$ cat config.mk
export PLATFORM = sky130hd
export DESIGN_NAME = afw_gain
export DESIGN_NICKNAME = d
export VERILOG_FILES = /design/src/rtl/core/afw_pkg.sv /design/src/rtl/core/afw_gain.sv
export SDC_FILE = /design/constraint.sdc
export NUM_CORES = 1
export LEC_CHECK = 0
export BUFFER_PORTS_ARGS = -buffer_cell sky130_fd_sc_hd__buf_4
export CAP_MARGIN = 20
export CELL_PAD_IN_SITES_DETAIL_PLACEMENT = 1
export CELL_PAD_IN_SITES_GLOBAL_PLACEMENT = 1
export CORE_UTILIZATION = 29
export CTS_CLUSTER_DIAMETER = 30
export CTS_CLUSTER_SIZE = 8
export DETAILED_ROUTE_END_ITERATION = 6
export PLACE_DENSITY_LB_ADDON = 0.15
export SETUP_SLACK_MARGIN = 0.15
export SYNTH_ARGS = -nofsm -noshare
export SYNTH_HDL_FRONTEND = slang
export SYNTH_SLANG_ARGS = --single-unit
export TNS_END_PERCENT = 10
$ cat constraint.sdc
create_clock -name clk -period 9.45 [get_ports clk]
set_input_delay 1.4175 -clock clk [delete_from_list [all_inputs] [get_ports clk]]
set_output_delay 1.4175 -clock clk [all_outputs]
set_load 0.01 [all_outputs]
$ cat src/rtl/core/afw_pkg.sv
// Shared types, constants and the exponential lookup table for the fuzz waveshaper.
// Used by every module under rtl/core; depends on nothing.
`default_nettype none

package afw_pkg;

	localparam int SMP_W = 16;
	localparam int GAIN_W = 16;
	localparam int V_W = 19;
	localparam int T_W = 24;
	localparam int XS_W = 15;
	localparam int P_W = T_W + XS_W;
	localparam int ACC_W = P_W + 1;

	localparam int ONE_Q14 = 16384;
	localparam int SAT_LIMIT = 131072;
	localparam int FUZZ_TOP = 15892;
	localparam int FUZZ_BOTTOM = -3785;
	localparam int NEG_08_Q15 = -26214;
	localparam int CUBA_LO = -4096;
	localparam int CUBB_LO = -8192;
	localparam int RND12 = 2048;
	localparam int RND14 = 8192;
	localparam int RND15 = 16384;
	localparam int RND20 = 524288;

	localparam logic signed [T_W-1:0] POLY_A0 = -24'sd402894;
	localparam logic signed [T_W-1:0] POLY_A1 = 24'sd623798;
	localparam logic signed [T_W-1:0] POLY_A2 = 24'sd827054;
	localparam logic signed [T_W-1:0] POLY_A3 = 24'sd0;
	localparam logic signed [T_W-1:0] POLY_B0 = 24'sd830818;
	localparam logic signed [T_W-1:0] POLY_B1 = 24'sd1549061;
	localparam logic signed [T_W-1:0] POLY_B2 = 24'sd1058328;
	localparam logic signed [T_W-1:0] POLY_B3 = 24'sd1928;

	localparam int EXP_TABLE_SIZE = 256;
	localparam int IDX_W = $clog2(EXP_TABLE_SIZE + 1);
	localparam int FRAC_W = 17;
	localparam int TAB_W = 31;
	localparam logic [63:0] EXP_STEP_H = (64'd8 << 32) / EXP_TABLE_SIZE;

	localparam int GAIN_STG = 2;
	localparam int SHAPE_STG = 4;
	localparam int PIPE_STG = 12;

	localparam int CFG_IDX_W = 8;
	localparam int CFG_DATA_W = 16;
	localparam logic [CFG_IDX_W-1:0] REG_GAIN = 8'd0;
	localparam logic [CFG_IDX_W-1:0] REG_FUZZ = 8'd1;
	localparam logic [CFG_IDX_W-1:0] REG_MORE = 8'd2;
	localparam logic [CFG_IDX_W-1:0] REG_OCT = 8'd3;
	localparam logic [GAIN_W-1:0] GAIN_RST = 16'd2048;

	typedef logic [TAB_W-1:0] exp_tab_t [0:EXP_TABLE_SIZE];

	function automatic logic [63:0] long_div(input logic [63:0] num, input logic [63:0] den);
		logic [63:0] rem;
		logic [63:0] quo;
		rem = '0;
		quo = '0;
		for (int b = 63; b >= 0; b--) begin
			rem = {rem[62:0], num[b]};
			if (rem >= den) begin
				rem = rem - den;
				quo[b] = 1'b1;
			end
		end
		return quo;
	endfunction

	function automatic exp_tab_t build_exp_tab();
		exp_tab_t tab;
		logic [63:0] t;
		logic [63:0] r;
		logic [63:0] q;
		logic [63:0] nxt;
		t = 64'd1 << 32;
		r = t;
		for (int k = 1; k <= 16; k++) begin
			q = (t * EXP_STEP_H) >> 32;
			t = long_div(q, 64'(k));
			if (k % 2 == 1) begin
				r = r - t;
			end else begin
				r = r + t;
			end
		end
		tab[0] = TAB_W'(64'd1 << 30);
		for (int i = 1; i <= EXP_TABLE_SIZE; i++) begin
			nxt = (64'(tab[i-1]) * r + (64'd1 << 31)) >> 32;
			tab[i] = TAB_W'(nxt);
		end
		return tab;
	endfunction

	localparam exp_tab_t EXP_TAB = build_exp_tab();

endpackage

`default_nettype wire

$ cat src/rtl/core/afw_gain.sv
// Gain stage: signed sample times unsigned Q4.12 gain, rounded to Q14 and saturated to +/-8.
// Two pipeline stages; depends on afw_pkg.
`default_nettype none

module afw_gain (
	input  logic                                  clk,
	input  logic [afw_pkg::GAIN_STG:1]            en,
	input  logic signed [afw_pkg::SMP_W-1:0]      sample,
	input  logic [afw_pkg::GAIN_W-1:0]            gain,
	output logic signed [afw_pkg::V_W-1:0]        v
);
	import afw_pkg::*;

	localparam int M_W = SMP_W + GAIN_W + 1;

	logic signed [M_W-1:0] prod_d;
	logic signed [M_W-1:0] prod_s1;
	logic signed [M_W-1:0] sh_d;
	logic signed [V_W-1:0] v_d;
	logic signed [V_W-1:0] v_s2;

	assign prod_d = M_W'(sample) * M_W'($signed({1'b0, gain}));
	assign sh_d = (prod_s1 + M_W'(RND12)) >>> 12;

	always_comb begin
		if (sh_d > M_W'(SAT_LIMIT)) begin
			v_d = V_W'(SAT_LIMIT);
		end else if (sh_d < -M_W'(SAT_LIMIT)) begin
			v_d = -V_W'(SAT_LIMIT);
		end else begin
			v_d = V_W'(sh_d);
		end
	end

	always_ff @(posedge clk) begin
		if (en[1]) begin
			prod_s1 <= prod_d;
		end
		if (en[2]) begin
			v_s2 <= v_d;
		end
	end

	assign v = v_s2;

endmodule

`default_nettype wire

After elaboration in Yosys (flattened, before gate mapping)
Cells that the tools add are included.
{"block": "classes", "addsub": 1, "n_mul": 1, "order_cmp": 2, "n_mux": 1, "n_reduce_logical": 1}
{"cell": "$add 33x13->33 const B", "count": 1}
{"cell": "$mul 16x17->33", "count": 1}
{"cell": "$gt 21x19->1 const B", "count": 1}
{"cell": "$lt 21x18->1 const B", "count": 1}
{"cell": "$mux 19", "count": 1}
{"cell": "$reduce_or 2->1", "count": 1}
{"block": "totals", "ff_bits": 52, "inputBits": 35}

Longest topological paths before layout
Gate-level depths: netlist of run 1.
{"block": "logic_depth", "ltp_word": 3, "depth_mapped": 22, "ltp_nobuf": 20}

Least setup slack after synthesis of run 1
No wires, ideal clock.
{"block": "synth_timing", "kind": "input to register", "startpoint": "input gain[7] (netlist name)", "endpoint": "register prod_s1[25] (data pin)", "arrival_ns": 6.643, "required_ns": 9.190, "path_slack_ns": 2.547, "stages": 21, "path_buffers": 1, "cell_sequence": "clkbuf_1 -> nand2_1 -> fa_1 -> inv_1 -> fa_1 -> inv_1 -> fa_1 -> inv_1 -> fa_1 -> fa_1 -> inv_1 -> fa_1 -> inv_1 -> ha_1 -> nor3_1 -> a211oi_1 -> nand2b_1 -> a221oi_1 -> o311a_1 -> a21oi_1 -> xnor2_1"}
{"block": "synth_between", "elab_chain_cells": 1}
{"element": "from (decl)", "line_no": "afw_gain.sv:9", "rtl": "input logic [afw_pkg::GAIN_W-1:0] gain,"}
{"element": "$mul 16x17->33", "line_no": "afw_gain.sv:22", "rtl": "assign prod_d = M_W'(sample) * M_W'($signed({1'b0, gain}));"}
{"element": "net prod_d[25]", "line_no": "afw_gain.sv:16", "rtl": "logic signed [M_W-1:0] prod_d;"}
{"element": "to (signal assigned)", "line_no": "afw_gain.sv:37", "rtl": "prod_s1 <= prod_d;"}
{"element": "to (decl)", "line_no": "afw_gain.sv:17", "rtl": "logic signed [M_W-1:0] prod_s1;"}
The timed path passes the listed nets, and every way through them passes these cells.
A chain may end at the register's enable or synchronous reset.

Worst setup path in the final report of run 1
{"block": "layout_timing", "startpoint": "input gain[9] (netlist name)", "endpoint": "register prod_s1[25] (data pin)"}
The elaborated chain is that of the path after synthesis.

==> results of run 1 <==
-- metrics by stage --
stage	hold slack, ns	util
after detailed placement	0.644	0.319
after global routing	0.699	0.324
final	0.646	0.324
after global placement	0.645	0.319
after CTS	0.659	0.324
after floorplan	0.587	-
-- state kept, by name, indices dropped and copies added (netlist names) --
signal   count
v           19
prod_s1     22
-- worst paths after layout --
| path | startpoint | endpoint | slack (ns) | depth (start not counted) |
|---|---|---|---|---|
| worst max-delay path | gain[9] | prod_s1[25] | 2.29 | 20 |
| worst min-delay path | prod_s1[32] | v[18] | 0.65 | 1 |
| worst max register to register | prod_s1[11] | v[16] | 6.28 | 8 |
| worst min register to register | prod_s1[32] | v[18] | 0.65 | 1 |
-- final cells by class --
cell class                 instances  area [sq um]  area share
sequential                        41          1230       0.106
antenna                            1          2.50    0.000216
clock inverter                     2          33.8     0.00292
inverter                         238           893      0.0772
timing repair buffer              53           398      0.0344
tap                              461           577      0.0499
multi-input combinational        822          8310       0.718
clock buffer                       6           129      0.0111
-- cell usage in the layout (no fill, tap or decap), types with 3 or more instances in the layout --
| cell type | count |
|---|---|
| a211oi_1 | 5 |
| and2_1 | 118 |
| and3_1 | 8 |
| or4_1 | 3 |
| o31ai_1 | 3 |
| nor3_1 | 13 |
| nor2_1 | 29 |
| nand2_1 | 146 |
| inv_1 | 237 |
| o21bai_1 | 4 |
| edfxtp_1 | 41 |
| nand4_1 | 9 |
| nor2_4 | 10 |
| xor2_1 | 17 |
| clkbuf_16 | 5 |
| nor4_1 | 3 |
| and4_1 | 5 |
| a31oi_1 | 5 |
| xnor2_1 | 24 |
| a21oi_1 | 27 |
| ha_1 | 120 |
| nand2b_1 | 8 |
| o21ai_0 | 18 |
| buf_4 | 53 |
| or2_2 | 3 |
| fa_1 | 193 |
| o21a_1 | 6 |
| nand3_1 | 12 |
| a21o_1 | 6 |
-- worst max-delay path, delay by kind of cell --
| family | cells | cell delay, ns |
|---|---|---|
| adder cells (fa/ha/maj) | 7 | 3.34 |
| AND/OR/NAND/NOR | 2 | 0.30 |
| XOR/XNOR | 1 | 0.14 |
| buffers and inverters | 5 | 0.37 |
| AO/OA/AOI/OAI | 5 | 1.62 |
-- layer usage --
layer / track usage / up-vias / share of wire
met1: 0.230 / 3906 / 0.47
li1: - / 3575 / -
met4: 0.0159 / 0 / 0.0075
met2: 0.282 / 78 / 0.50
met3: 0.0114 / 14 / 0.021
met5: 0 / - / 0
-- cell families after synthesis --
kind of cell | after synthesis | synth area share
simple gates | 376 | 0.186
fa+ha+maj | 313 | 0.506
buf+inv | 277 | 0.100
compound gates | 91 | 0.0562
xor+xnor | 41 | 0.0339
flops | 41 | 0.116
mux | 1 | 0.000944
==> impl_results.md, run 1 <==
* Outcome: finished clean
* Fill cell count at around 4.2k
* Die Span Y at 193 microns
* First-pass DRT Iterations at 6
* Crit path required time at 9.48 ns
* Max cap viols at 0
* Post-synthesis cell area at 10600 sq um
* Fin area at roughly 12000 sq um
* Total CTS buffers at 5
* Initial antenna violation count at 1
* Final cell count without fillers at 1624
* Async SR Flop Fraction at 0
* Critical Path, Cell by Cell: buf_4, and2_1, fa_1, inv_1, fa_1, fa_1, inv_1, fa_1, fa_1, inv_1, fa_1, inv_1, ha_1, o21ai_0, a211oi_1, nand2b_1, a221oi_1, o311a_1, a21oi_1, xnor2_1
* Buffers on Ports at 53
* Top cell type's share of synthesized area at 0.364
* Post-synth top cells: 237 x inv_1, 193 x fa_1, 146 x nand2_1
* CP Launch Type: primary input
* Synth warnings at 0
* Drt drc at 0
* Setup Slack @ Placement at 1.98 ns
* Layout area overhead at 9.13%
* Post-synth EDFFs at 41
* CTS HTree Levels at 2
* Syn Inst Count at 1140
* Share of cells above drive strength 1 at 0.0671
* CTS resizes at 0
* Most common cell in the netlist: inv_1
* Clock Latency Late Sink at 0.29 ns
* Hold_buf cts at 0
* Worst Max-Slew Pin Slew at 0.699 ns
* # setup viols final at 0
* Pins Over Slew Limit at 0
* Pin count of the biggest net entering global routing at 23
* Initial core utilization at 0.297
* Clock buffer depth at 2
* Syn_nets at 1488
* RSZ-0062 raised after global routing: false
* Hold Vio Cnt, Final at 0
* Mapped Avg Cell Area at a little over 9 sq um
* CP max FO at 16
* Setup TNS at 0 ns
* Max Freq at 140 MHz
* CTS root buffer: clkbuf_16
* Final Wtd Congestion at between 0.7 and 0.8
* CTS tree: built
* Total clock sinks at about 40
* Sequential area share after synthesis at 0.116
* PnR worst setup slack at around 2.3 ns
* Number of global-route vias before repair at approximately 8.3k
* First-pass GRT wire length at 46700 microns
* Ports at 54
* Critical path endpoint category: flop
* WP data arrival at between 7 and 8 ns
* Dominant synthesized flop cell: edfxtp_1
* Clock Skew at 0.00731 ns
* CP Class: in -> reg
* Final Net Count at about 1.5k
* Row Count at 69
* Area leader, netlist: fa_1
* Synth cell types at 53
* Total track usage at 0.163
* Period utilization at 0.758
* Most frequent CP cell: fa_1
* DRT iter0 DRCs at 264
* Setup bufs post-CTS at 0
* Hold Path Class: reg -> reg
* DR vias/cell at 4.66
* Fin crit period at 7.16 ns
* Slew HR at 0.534
* Cell area after placement at 11400 sq um
* Full die area at 37300 sq um
* Gr ovfl total at 0
* DP Cell Count at 1615
* CP max stage cell: a221oi_1
* Reg clk slew, reported paths at around 0.06 ns
* Core ar. at 35700 sq um
* Post-route ant nets at 0
* Post-detail-place hpwl at 23300 microns
* CP peak stage delay at 0.65 ns
* Die Wd at 193 microns
* Seq cells post-synth at 41
* WL/cell at about 18 microns
* Vias at 7573
* Area contributors post-synth: fa_1 36%, ha_1 14%, edfxtp_1 12%
* Routed WL at 28800 microns
Power of run 1 is left out: the tool's default activity adds up to more than one toggle a clock period on the data nets, which glitch-free logic cannot reach.
==> run 2, diff against run 1 <==
==> constraint.sdc (replaced) <==
create_clock -name clk -period 5.96 [get_ports clk]
set_input_delay 0.894 -clock clk [delete_from_list [all_inputs] [get_ports clk]]
set_output_delay 0.894 -clock clk [all_outputs]
set_load 0.01 [all_outputs]
==> impl_results.md, run 2 (synthesized netlist as in run 1, its figures left out) <==
* Outcome: finished clean
* Number of global-route vias before repair at 8932
* Total clock sinks at 41
* Clock Latency Late Sink at 0.28 ns
* Commonest non-fill, non-tap cell in the layout: inv_1
* Fin area at 13000 sq um
* Total CTS buffers at 5
* RSZ-0062 raised after global routing: true
* Clock Skew at 0.00746 ns
* Post-detail-place hpwl at about 25000 microns
* Most frequent CP cell: fa_1
* Worst R2R Setup Slack at 2.84 ns
* Initial antenna violation count at 0
* Hold Path Cell Cnt at 1
* Pins Over Slew Limit at 0
* Fin crit period at 5.89 ns
* Most frequent cells in the layout: 232 x inv_1, 184 x fa_1, 146 x buf_4
* # setup viols final at 0
* Hold path startpoint: prod_s1[32]
* WHS Endpoint: v[18]
* CP max FO at 6
* First-pass DRT Iterations at 6
* Layout area overhead at 22.9%
* Metal1 wirelength at between 10000 and 15000 microns
* WP data arrival at just under 6 ns
* Buffers on Ports at 53
* DRT iter0 DRCs at 177
* Max cap viols at 0
* Vias at 8029
* Hold Vio Cnt, Final at 0
* Row Count at 69
* Gr ovfl total at 0
* Ports at 54
* Die Span Y at 193 microns
* Slew HR at 0.689
* Post-route ant nets at 0
* Share of cells above drive strength 1 at 0.207
* First-pass GRT wire length at 46100 microns
* Crit path required time at 5.99 ns
* CTS root buffer: clkbuf_16
* Initial core utilization at 0.297
* PnR worst setup slack at 0.0735 ns
* Final Net Count at 1629
* Hold Path Class: reg -> reg
* Worst r2r dst: v[16]
* Period utilization at 0.988
* Total track usage at 0.157
* Worst Reg-to-Reg Cells at 8
* Setup Slack @ Placement at -0.411 ns
* Reg2Reg Launch Point: prod_s1[12]
* Reg clk slew, reported paths at 0.06 ns
* CP Launch Type: primary input
* Full die area at ~37000 sq um
* Biggest register: prod_s1
* CP Class: in -> reg
* Cell area after placement at approximately 12000 sq um
* Clock buffer depth at 2
* Inserted Diodes at 0
* Pin count of the biggest net entering global routing at 23
* Met3 wire len at 426 microns
* CTS HTree Levels at 2
* Die Wd at 193 microns
* CP max stage cell: fa_1
* Top Metal Used: met4
* Critical path endpoint category: flop
* Worst Max-Slew Pin Slew at 0.462 ns
* Critical Path, Cell by Cell: buf_4, inv_4, buf_4, nor2_1, fa_1, fa_1, fa_1, fa_2, fa_1, inv_1, fa_1, inv_1, ha_4, a21oi_2, o21a_1, and3_4, a221oi_4, o311a_1, buf_4, o211a_1
* DR vias/cell at 4.61
* Routed WL at 28500 microns
* Flip-flop count of the largest register after layout at 22
* Drt drc at 0
* WL/cell at 16.4 microns
* CP peak stage delay at 0.60 ns
* Final Wtd Congestion at about 0.81
* Core ar. at 35700 sq um
* Met2 wire length at around 15000 microns
* CTS tree: built
* Max Freq at 170 MHz
[run 2: changes by cell type in the layout (fill, tap and decap cells not counted), sizes merged]
cell,delta
clkinvlp,+2
bufinv,-1
clkbuf,+2
buf,+118
diode,-1
clkinv,-1
[run 2: critical path: cells and delay by family]
family	cells	cell delay, ns
AOI/OAI and AO/OA	5	0.93
adders and majority gates	7	3.20
buffers and inverters	6	0.58
and+or+nand+nor	2	0.30
[run 2: area by class of cell]
cell class,instances,area [sq um]
clock buffer,6,129
multi-input combinational,822,8680
sequential,41,1230
inverter,238,896
clock inverter,2,15.0
tap,461,577
fill,4157,22700
timing repair buffer,173,1500
[run 2: stage by stage]
stage                     hold WS (ns)   util  std cells  setup TNS, ns
final                            0.659  0.364       1743              0
after global routing             0.688  0.364       1743         -0.446
after CTS                        0.675  0.357       1739        -0.0386
after detailed placement         0.659  0.348       1726          -4.84
after global placement           0.663  0.348       1726          -4.05
after floorplan                  0.587      -       1140              0
[run 2: how the worst max path moves through the flow]
stage                     from          end  slack [ns]  depth (start not counted)
global placement       gain[6]  prod_s1[32]       -0.37                         21
CTS                 sample[11]  prod_s1[26]       -0.02                         20
finish              sample[15]  prod_s1[26]        0.07                         20
detailed placement     gain[6]  prod_s1[32]       -0.41                         21
floorplan              gain[5]  prod_s1[25]        0.07                         21
global route         sample[6]  prod_s1[22]       -0.09                         21
[run 2: routing by layer]
layer  track usage  up-vias
li1              -     3822
met1         0.204     4146
met2         0.295       46
met3        0.0107       15
met4        0.0138        0
met5             0        -
[run 2: repair_timing]
item | in CTS | in global routing
setup buffers | 5 | 2
hold buffers | 0 | 0
setup endpoints to repair | 14 | 17
gates cloned | 0 | 2
pin swaps | 31 | 42
gates resized for setup | 40 | 42
Power of run 2 is left out for the same reason.
