File: config.mk
export PLATFORM = sky130hd
export DESIGN_NAME = afw_fuzz
export DESIGN_NICKNAME = d
export VERILOG_FILES = /design/src/rtl/core/afw_pkg.sv /design/src/rtl/core/afw_fuzz.sv
export SDC_FILE = /design/constraint.sdc
export NUM_CORES = 2
export LEC_CHECK = 0
export BUFFER_PORTS_ARGS = -buffer_cell sky130_fd_sc_hd__buf_2
export CELL_PAD_IN_SITES_DETAIL_PLACEMENT = 1
export CELL_PAD_IN_SITES_GLOBAL_PLACEMENT = 2
export CORE_MARGIN = 2
export CORE_UTILIZATION = 37
export CTS_CLUSTER_DIAMETER = 100
export CTS_CLUSTER_SIZE = 30
export DETAILED_ROUTE_END_ITERATION = 10
export HOLD_SLACK_MARGIN = 0.15
export PLACE_DENSITY_LB_ADDON = 0.1
export REMOVE_ABC_BUFFERS = 1
export SYNTH_ARGS = -nofsm -noshare
export SYNTH_HDL_FRONTEND = slang
export SYNTH_SLANG_ARGS = --single-unit
File: constraint.sdc
create_clock -name clk -period 12.65 [get_ports clk]
set_input_delay 2.53 -clock clk [delete_from_list [all_inputs] [get_ports clk]]
set_output_delay 2.53 -clock clk [all_outputs]
set_load 0.03 [all_outputs]
File: src/rtl/core/afw_pkg.sv
// Shared types, constants and the exponential lookup table for the fuzz waveshaper.
// Used by every module under rtl/core; depends on nothing.
`default_nettype none

package afw_pkg;

	localparam int SMP_W = 16;
	localparam int GAIN_W = 16;
	localparam int V_W = 19;
	localparam int T_W = 24;
	localparam int XS_W = 15;
	localparam int P_W = T_W + XS_W;
	localparam int ACC_W = P_W + 1;

	localparam int ONE_Q14 = 16384;
	localparam int SAT_LIMIT = 131072;
	localparam int FUZZ_TOP = 15892;
	localparam int FUZZ_BOTTOM = -3785;
	localparam int NEG_08_Q15 = -26214;
	localparam int CUBA_LO = -4096;
	localparam int CUBB_LO = -8192;
	localparam int RND12 = 2048;
	localparam int RND14 = 8192;
	localparam int RND15 = 16384;
	localparam int RND20 = 524288;

	localparam logic signed [T_W-1:0] POLY_A0 = -24'sd402894;
	localparam logic signed [T_W-1:0] POLY_A1 = 24'sd623798;
	localparam logic signed [T_W-1:0] POLY_A2 = 24'sd827054;
	localparam logic signed [T_W-1:0] POLY_A3 = 24'sd0;
	localparam logic signed [T_W-1:0] POLY_B0 = 24'sd830818;
	localparam logic signed [T_W-1:0] POLY_B1 = 24'sd1549061;
	localparam logic signed [T_W-1:0] POLY_B2 = 24'sd1058328;
	localparam logic signed [T_W-1:0] POLY_B3 = 24'sd1928;

	localparam int EXP_TABLE_SIZE = 256;
	localparam int IDX_W = $clog2(EXP_TABLE_SIZE + 1);
	localparam int FRAC_W = 17;
	localparam int TAB_W = 31;
	localparam logic [63:0] EXP_STEP_H = (64'd8 << 32) / EXP_TABLE_SIZE;

	localparam int GAIN_STG = 2;
	localparam int SHAPE_STG = 4;
	localparam int PIPE_STG = 12;

	localparam int CFG_IDX_W = 8;
	localparam int CFG_DATA_W = 16;
	localparam logic [CFG_IDX_W-1:0] REG_GAIN = 8'd0;
	localparam logic [CFG_IDX_W-1:0] REG_FUZZ = 8'd1;
	localparam logic [CFG_IDX_W-1:0] REG_MORE = 8'd2;
	localparam logic [CFG_IDX_W-1:0] REG_OCT = 8'd3;
	localparam logic [GAIN_W-1:0] GAIN_RST = 16'd2048;

	typedef logic [TAB_W-1:0] exp_tab_t [0:EXP_TABLE_SIZE];

	function automatic logic [63:0] long_div(input logic [63:0] num, input logic [63:0] den);
		logic [63:0] rem;
		logic [63:0] quo;
		rem = '0;
		quo = '0;
		for (int b = 63; b >= 0; b--) begin
			rem = {rem[62:0], num[b]};
			if (rem >= den) begin
				rem = rem - den;
				quo[b] = 1'b1;
			end
		end
		return quo;
	endfunction

	function automatic exp_tab_t build_exp_tab();
		exp_tab_t tab;
		logic [63:0] t;
		logic [63:0] r;
		logic [63:0] q;
		logic [63:0] nxt;
		t = 64'd1 << 32;
		r = t;
		for (int k = 1; k <= 16; k++) begin
			q = (t * EXP_STEP_H) >> 32;
			t = long_div(q, 64'(k));
			if (k % 2 == 1) begin
				r = r - t;
			end else begin
				r = r + t;
			end
		end
		tab[0] = TAB_W'(64'd1 << 30);
		for (int i = 1; i <= EXP_TABLE_SIZE; i++) begin
			nxt = (64'(tab[i-1]) * r + (64'd1 << 31)) >> 32;
			tab[i] = TAB_W'(nxt);
		end
		return tab;
	endfunction

	localparam exp_tab_t EXP_TAB = build_exp_tab();

endpackage

`default_nettype wire

File: src/rtl/core/afw_fuzz.sv
// Piecewise fuzz shaper: top and bottom plateaus, identity, two Horner cubics.
// Four pipeline stages, one multiply in each stage but the last; depends on afw_pkg.
`default_nettype none

module afw_fuzz (
	input  logic                                  clk,
	input  logic [afw_pkg::SHAPE_STG:1]           en,
	input  logic                                  bypass,
	input  logic signed [afw_pkg::V_W-1:0]        x,
	output logic signed [afw_pkg::SMP_W-1:0]      y
);
	import afw_pkg::*;

	typedef enum logic [2:0] {
		RG_TOP  = 3'd0,
		RG_LIN  = 3'd1,
		RG_CUBA = 3'd2,
		RG_CUBB = 3'd3,
		RG_BOT  = 3'd4
	} fz_region_t;

	fz_region_t            region_d;
	logic                  selb_d;
	logic signed [XS_W-1:0] xs_d;
	logic signed [T_W-1:0] c0_d;
	logic signed [P_W-1:0] prod1_d;

	fz_region_t            region_s1, region_s2, region_s3;
	logic                  selb_s1, selb_s2, selb_s3;
	logic signed [XS_W-1:0] xs_s1, xs_s2;
	logic [SMP_W-1:0]      lin_s1, lin_s2, lin_s3;
	logic signed [P_W-1:0] prod1_s1, prod2_s2, prod3_s3;

	logic signed [T_W-1:0] t1_d, t2_d;
	logic signed [P_W-1:0] prod2_d, prod3_d;
	logic signed [T_W-1:0] c3_d;
	logic signed [ACC_W-1:0] acc_d;
	logic signed [SMP_W-1:0] y_d;
	logic signed [SMP_W-1:0] y_s4;

	always_comb begin
		if (bypass) begin
			region_d = RG_LIN;
		end else if (x >= V_W'(ONE_Q14)) begin
			region_d = RG_TOP;
		end else if (x >= V_W'(0)) begin
			region_d = RG_LIN;
		end else if (x >= V_W'(CUBA_LO)) begin
			region_d = RG_CUBA;
		end else if (x >= V_W'(CUBB_LO)) begin
			region_d = RG_CUBB;
		end else begin
			region_d = RG_BOT;
		end
	end

	assign selb_d = (x < V_W'(CUBA_LO));
	assign xs_d = x[XS_W-1:0];
	assign c0_d = selb_d ? POLY_B0 : POLY_A0;
	assign prod1_d = P_W'(c0_d) * P_W'(xs_d);

	assign t1_d = (selb_s1 ? POLY_B1 : POLY_A1) + T_W'((prod1_s1 + P_W'(RND14)) >>> 14);
	assign prod2_d = P_W'(t1_d) * P_W'(xs_s1);
	assign t2_d = (selb_s2 ? POLY_B2 : POLY_A2) + T_W'((prod2_s2 + P_W'(RND14)) >>> 14);
	assign prod3_d = P_W'(t2_d) * P_W'(xs_s2);

	assign c3_d = selb_s3 ? POLY_B3 : POLY_A3;
	assign acc_d = (ACC_W'(prod3_s3) + (ACC_W'(c3_d) <<< 14) + ACC_W'(RND20)) >>> 20;

	always_comb begin
		case (region_s3)
			RG_TOP:  y_d = SMP_W'(FUZZ_TOP);
			RG_LIN:  y_d = lin_s3;
			RG_CUBA: y_d = SMP_W'(acc_d);
			RG_CUBB: y_d = SMP_W'(acc_d);
			RG_BOT:  y_d = SMP_W'(FUZZ_BOTTOM);
			default: y_d = SMP_W'(FUZZ_BOTTOM);
		endcase
	end

	always_ff @(posedge clk) begin
		if (en[1]) begin
			region_s1 <= region_d;
			selb_s1 <= selb_d;
			xs_s1 <= xs_d;
			lin_s1 <= x[SMP_W-1:0];
			prod1_s1 <= prod1_d;
		end
		if (en[2]) begin
			region_s2 <= region_s1;
			selb_s2 <= selb_s1;
			xs_s2 <= xs_s1;
			lin_s2 <= lin_s1;
			prod2_s2 <= prod2_d;
		end
		if (en[3]) begin
			region_s3 <= region_s2;
			selb_s3 <= selb_s2;
			lin_s3 <= lin_s2;
			prod3_s3 <= prod3_d;
		end
		if (en[4]) begin
			y_s4 <= y_d;
		end
	end

	assign y = y_s4;

endmodule

`default_nettype wire
; ---- Word level (Yosys, flattened, before mapping)
; Cells that the tools add are included.
[classes]
addsub = 6
multipliers = 3
order_cmp = 5
eq_ne = 3
mux = 9
n_reduce_logical = 4
[op_table]
columns = operator, n
row1 = "adder 38 x 15 -> 38 bit, second input constant", 2
row2 = multiplier 24 x 15 -> 38 bit, 2
row3 = adder 22 x 24 -> 24 bit, 2
row4 = case mux 16 bit (3 select lines), 1
row5 = two-way mux 21 bit, 2
row6 = "adder 36 x 21 -> 36 bit, second input constant", 1
row7 = adder 36 x 26 -> 36 bit, 1
row8 = multiplier 24 x 15 -> 36 bit, 1
row9 = two-way mux 24 bit, 1
row10 = ">= comparator 19 x 1 -> 1 bit, second input constant", 1
row11 = ">= comparator 19 x 13 -> 1 bit, second input constant", 1
row12 = ">= comparator 19 x 14 -> 1 bit, second input constant", 1
row13 = ">= comparator 19 x 16 -> 1 bit, second input constant", 1
row14 = "< comparator 19 x 13 -> 1 bit, second input constant", 1
row15 = two-way mux 11 bit, 1
row16 = "== test 3 x 2 -> 1 bit, second input constant", 2
row17 = OR reduction 4 bit, 1
row18 = "== test 3 x 1 -> 1 bit, second input constant", 1
row19 = zero test 3 bit, 1
row20 = two-way mux 3 bit, 1
row21 = OR reduction 3 bit, 1
row22 = two-way mux 1 bit, 2
row23 = two-way mux 2 bit, 1
row24 = OR reduction 2 bit, 1
[totals]
regBits = 218
word_cells = 47

; ---- Longest topological paths before layout
[logic_depth]
ltp_word = 5
depth_mapped = 38
mapped_depth_nobuf = 37

; ---- Worst setup path after synthesis
; OpenSTA, ideal clock, no wires.
[synth_path]
kind = input port to flip-flop
from = in x[17] (netlist name)
to = reg prod1_s1[37], data pin
setup_ns = 0.260
arrival_time_ns = 9.199
required_ns = 12.390
setup_slack_ns = 3.191
cell_stages = 24
path_cell_list = and3_1 nand2_1 o21ai_1 inv_1 clkbuf_1 nor2b_1 fa_1 fa_1 inv_1 fa_1 fa_1 fa_1 inv_1 fa_1 ha_1 and3_1 nand2_1 nor2_1 nor4b_1 nor2_1 o311ai_0 a31oi_1 o21bai_1 xnor2_1
[synth_between]
elab_chain_cells = 3
[synth_rtl]
columns = element, line
row1 = from (decl), afw_fuzz.sv:9  ; input logic signed [afw_pkg::V_W-1:0] x,
row2 = < comparator 19 x 13 -> 1 bit, afw_fuzz.sv:57  ; assign selb_d = (x < V_W'(CUBA_LO));
row3 = two-way mux 24 bit, afw_fuzz.sv:59  ; assign c0_d = selb_d ? POLY_B0 : POLY_A0;
row4 = multiplier 24 x 15 -> 38 bit, afw_fuzz.sv:60  ; assign prod1_d = P_W'(c0_d) * P_W'(xs_d);
row5 = net prod1_d[37], afw_fuzz.sv:26  ; logic signed [P_W-1:0] prod1_d;
row6 = to (signal assigned), afw_fuzz.sv:87  ; prod1_s1 <= prod1_d;
row7 = to (decl), afw_fuzz.sv:32  ; logic signed [P_W-1:0] prod1_s1, prod2_s2, prod3_s3;
; The timed path passes the listed nets, and every way through them passes these cells.
; A chain may end at the register's enable or synchronous reset.

; ---- Final worst setup path
[layout_path]
from = reg prod1_s1[16]
to = reg prod2_s2[37], data pin
[layout_between]
elab_chain_cells = 3
[layout_rtl]
columns = element, line
row1 = adder 38 x 15 -> 38 bit, afw_fuzz.sv:62  ; assign t1_d = (selb_s1 ? POLY_B1 : POLY_A1) + T_W'((prod1_s1 + P_W'(RND14)) >>> 14);
row2 = adder 22 x 24 -> 24 bit, afw_fuzz.sv:62
row3 = multiplier 24 x 15 -> 38 bit, afw_fuzz.sv:63  ; assign prod2_d = P_W'(t1_d) * P_W'(xs_s1);
row4 = net prod2_d[37], afw_fuzz.sv:35  ; logic signed [P_W-1:0] prod2_d, prod3_d;
row5 = to (signal assigned), afw_fuzz.sv:94  ; prod2_s2 <= prod2_d;
row6 = to (decl), afw_fuzz.sv:32
; The timed path passes the listed nets, and every way through them passes these cells.

==> reports/metrics.csv <==
stage,metric,value,unit
job,Max Cap Violations,0,
critical_path,CP Capture Type,flip-flop,
synthesis,Synth Register Bits,145,
timing,Slew headroom,21.7,%
timing,worst clock skew,0.0175,ns
timing,Final period util,85.6,%
clocking,"Setup Fix Bufs, Post-CTS",0,
die,I/O pin count,41,
synthesis,register area share after synthesis,11.0,%
synthesis,ranking of synthesized cells by area,"fa_1, edfxtp_1, ha_1",
cells_and_area,# nets final,5345,
timing,Fmax,92.3,MHz
synthesis,Synth cell types,73,
die,Rows,119,
timing,setup_tns,0,ns
critical_path,CP Class,reg -> reg,
detailed_routing,vias per std cell,4.85,
synthesis,"Warnings, synthesis",0,
synthesis,Avg Inst Size Synth,9.60,um^2
synthesis,dominant cell type by area after synthesis,fa_1,
timing,post-route minimum period,10.83,ns
clocking,clock sink total,145,
clocking,CTS root buffer,clkbuf_16,
critical_path,CP Data Required Time,12.87,ns
clocking,TritonCTS clock tree,built,
place,GPL Wtd Cong,0.825,
clocking,clock-pin slew on the worst setup and hold paths,0.07,ns
detailed_routing,post-route ant nets,0,
timing,Worst Tran Pin Value,1.17,ns
detailed_routing,DR pass1 iterations,5,
synthesis,synthesized area,0.0394,mm^2
place,HPWL Detailed,90600,um
critical_path,"Slowest-stage cell, CP",a221oi_1,
critical_path,Worst Path Max Fanout,9,
grt,vias in the first global route,30200,
detailed_routing,wire length on met2,55700,um
synthesis,Cells after Synth,4108,
die,Die X,330,um
cells_and_area,share of cells above drive strength 1,4.68,%
timing,Final setup violation count,0,
clocking,post-CTS sizing,0,
die,Die Y,330,um
clocking,"Clk Latency, worst-skew pair",0.49,ns
place,input/output buffers,40,
timing,RSZ-0062 raised after global routing,false,
place,pre-CTS WS,1.80,ns
detailed_routing,WL/cell,20.2,um
grt,Total Routing Usage GR,21.4,%
detailed_routing,total wire length,112000,um
clocking,CTS hold repair buffers,0,
timing,"Hold Vio Cnt, Final",0,
grt,initial antenna violation count,1,
detailed_routing,highest metal used,met4,
detailed_routing,DRC viols,0,
critical_path,Worst Path Arrival,11.05,ns
critical_path,Worst Setup Start Kind,flip-flop,
status,status,completed,
synthesis,Post-synth EDFFs,145,
die,Initial Util,37.4,%
synthesis,ys async rst share,0,%
detailed_routing,routed via count,26700,
die,die area,0.109,mm^2
detailed_routing,wire length on met3,1850,um
clocking,clk buf depth,2,
cells_and_area,P&R area growth vs syn,6.86,%
critical_path,Most Frequent Cell on Critical Path,fa_1,
synthesis,Yosys top cell area share,43.8,%
timing,"Slew Viols, Final",0,
min_path,hold crit path type,reg -> reg,
clocking,H-tree depth,4,
die,core area,0.105,mm^2
detailed_routing,Iteration-0 DRC Markers,981,
detailed_routing,met1 WL,52700,um
synthesis,top_reg_cell synth,edfxtp_1,
timing,final setup margin,1.82,ns
grt,first-pass GRT wire length,177000,um
critical_path,critical path's largest stage delay,0.71,ns
clocking,CTS buffer count,17,
grt,pin count of the biggest net entering global routing,46,
grt,total gr overflow,0,
## metrics by stage
step | area (um^2) | instances | util [%] | hold slack [ns]
finish | 42100 | 5515 | 40.0 | 0.420
global route | 42100 | 5514 | 40.0 | 0.428
CTS | 42100 | 5514 | 40.0 | 0.423
detailed placement | 41500 | 5482 | 39.4 | 0.406
global placement | 41500 | 5482 | 39.4 | 0.402
floorplan | 38900 | 3974 | - | 0.400
## sequential cells by signal (all words and copies together), names as in the netlist
name,cells
prod1_s1,25
region_s2,3
prod3_s3,19
xs_s1,14
selb_s2,1
region_s1,3
y,16
lin_s1,2
selb_s1,1
lin_s2,2
selb_s3,1
lin_s3,16
region_s3,3
xs_s2,14
prod2_s2,25
## critical path: cells and delay by family (launching register included)
| kind | cells | cell delay (ns) |
|---|---|---|
| AND/OR/NAND/NOR | 8 | 2.09 |
| flip-flops | 1 | 0.53 |
| XOR/XNOR | 3 | 1.11 |
| adder cells (fa/ha/maj) | 8 | 3.59 |
| buffers and inverters | 4 | 0.48 |
| AO/OA/AOI/OAI | 11 | 2.74 |
## synthesized netlist by cell type (6+ instances only)
master,count
a211oi_1,11
a21o_1,40
a21oi_1,82
a311oi_1,6
a31oi_1,17
and2_1,246
and3_1,18
and4_1,10
clkbuf_1,135
edfxtp_1,145
fa_1,862
ha_1,348
inv_1,1013
mux2_2,6
mux2i_1,10
nand2_1,513
nand2b_1,33
nand3_1,35
nand4_1,19
nor2_1,118
nor2b_1,26
nor3_1,19
o211ai_1,6
o21a_1,10
o21ai_0,48
o21bai_1,10
o22ai_1,6
o31ai_1,6
or2_2,14
or3_1,6
or4_1,9
xnor2_1,132
xor2_1,67
## cell usage in the layout (no fill, tap or decap), types with 19 or more instances in the layout
cell | netlist | layout
a21o_1 | 40 | 40
a21oi_1 | 82 | 82
and2_1 | 246 | 246
buf_2 | 5 | 40
buf_4 | 0 | 77
edfxtp_1 | 145 | 145
fa_1 | 862 | 862
ha_1 | 348 | 348
inv_1 | 1013 | 1013
nand2_1 | 513 | 513
nand2b_1 | 33 | 33
nand3_1 | 35 | 35
nand4_1 | 19 | 19
nor2_1 | 118 | 117
nor2b_1 | 26 | 26
nor3_1 | 19 | 19
o21ai_0 | 48 | 48
xnor2_1 | 132 | 128
xor2_1 | 67 | 63
## layer usage
layer / up-vias / GRT usage [%]
met5: - / 0
met4: 0 / 3.55
met3: 61 / 1.50
met2: 225 / 37.7
met1: 14100 / 29.4
li1: 12300 / -
## path summary, 6_finish.rpt
check                                       startpoint                endpoint  slack (ns)  cells past startpoint
worst min-delay path              lin_s1[15]$_DFFE_PP_    lin_s2[15]$_DFFE_PP_        0.42                      0
worst max register to register  prod1_s1[16]$_DFFE_PP_  prod2_s2[37]$_DFFE_PP_        1.82                     34
worst max-delay path            prod1_s1[16]$_DFFE_PP_  prod2_s2[37]$_DFFE_PP_        1.82                     34
worst min register to register    lin_s1[15]$_DFFE_PP_    lin_s2[15]$_DFFE_PP_        0.42                      0
## cell families after synthesis
logic type / after synthesis / synth area share, %
xor+xnor: 202 / 4.58
fa+ha+maj: 1210 / 54.8
compound gates: 288 / 4.75
buf+inv: 1156 / 11.0
flops: 145 / 11.0
simple gates: 1085 / 13.2
mux: 20 / 0.539
other cells: 2 / 0.0190
## final cells by class
| type | count | area, um^2 |
|---|---|---|
| fillers | 12000 | 63300 |
| multi-input cells | 2815 | 30800 |
| flip-flops and latches | 145 | 4350 |
| inverters | 1014 | 3810 |
| well taps | 1391 | 1740 |
| repair buffers | 117 | 778 |
| clock buffers | 17 | 425 |
| clock inverters | 15 | 188 |
| diodes | 1 | 2.50 |
Power is not shown: default switching activity piles up to over one toggle a cycle in this logic, so the estimate is an artifact.
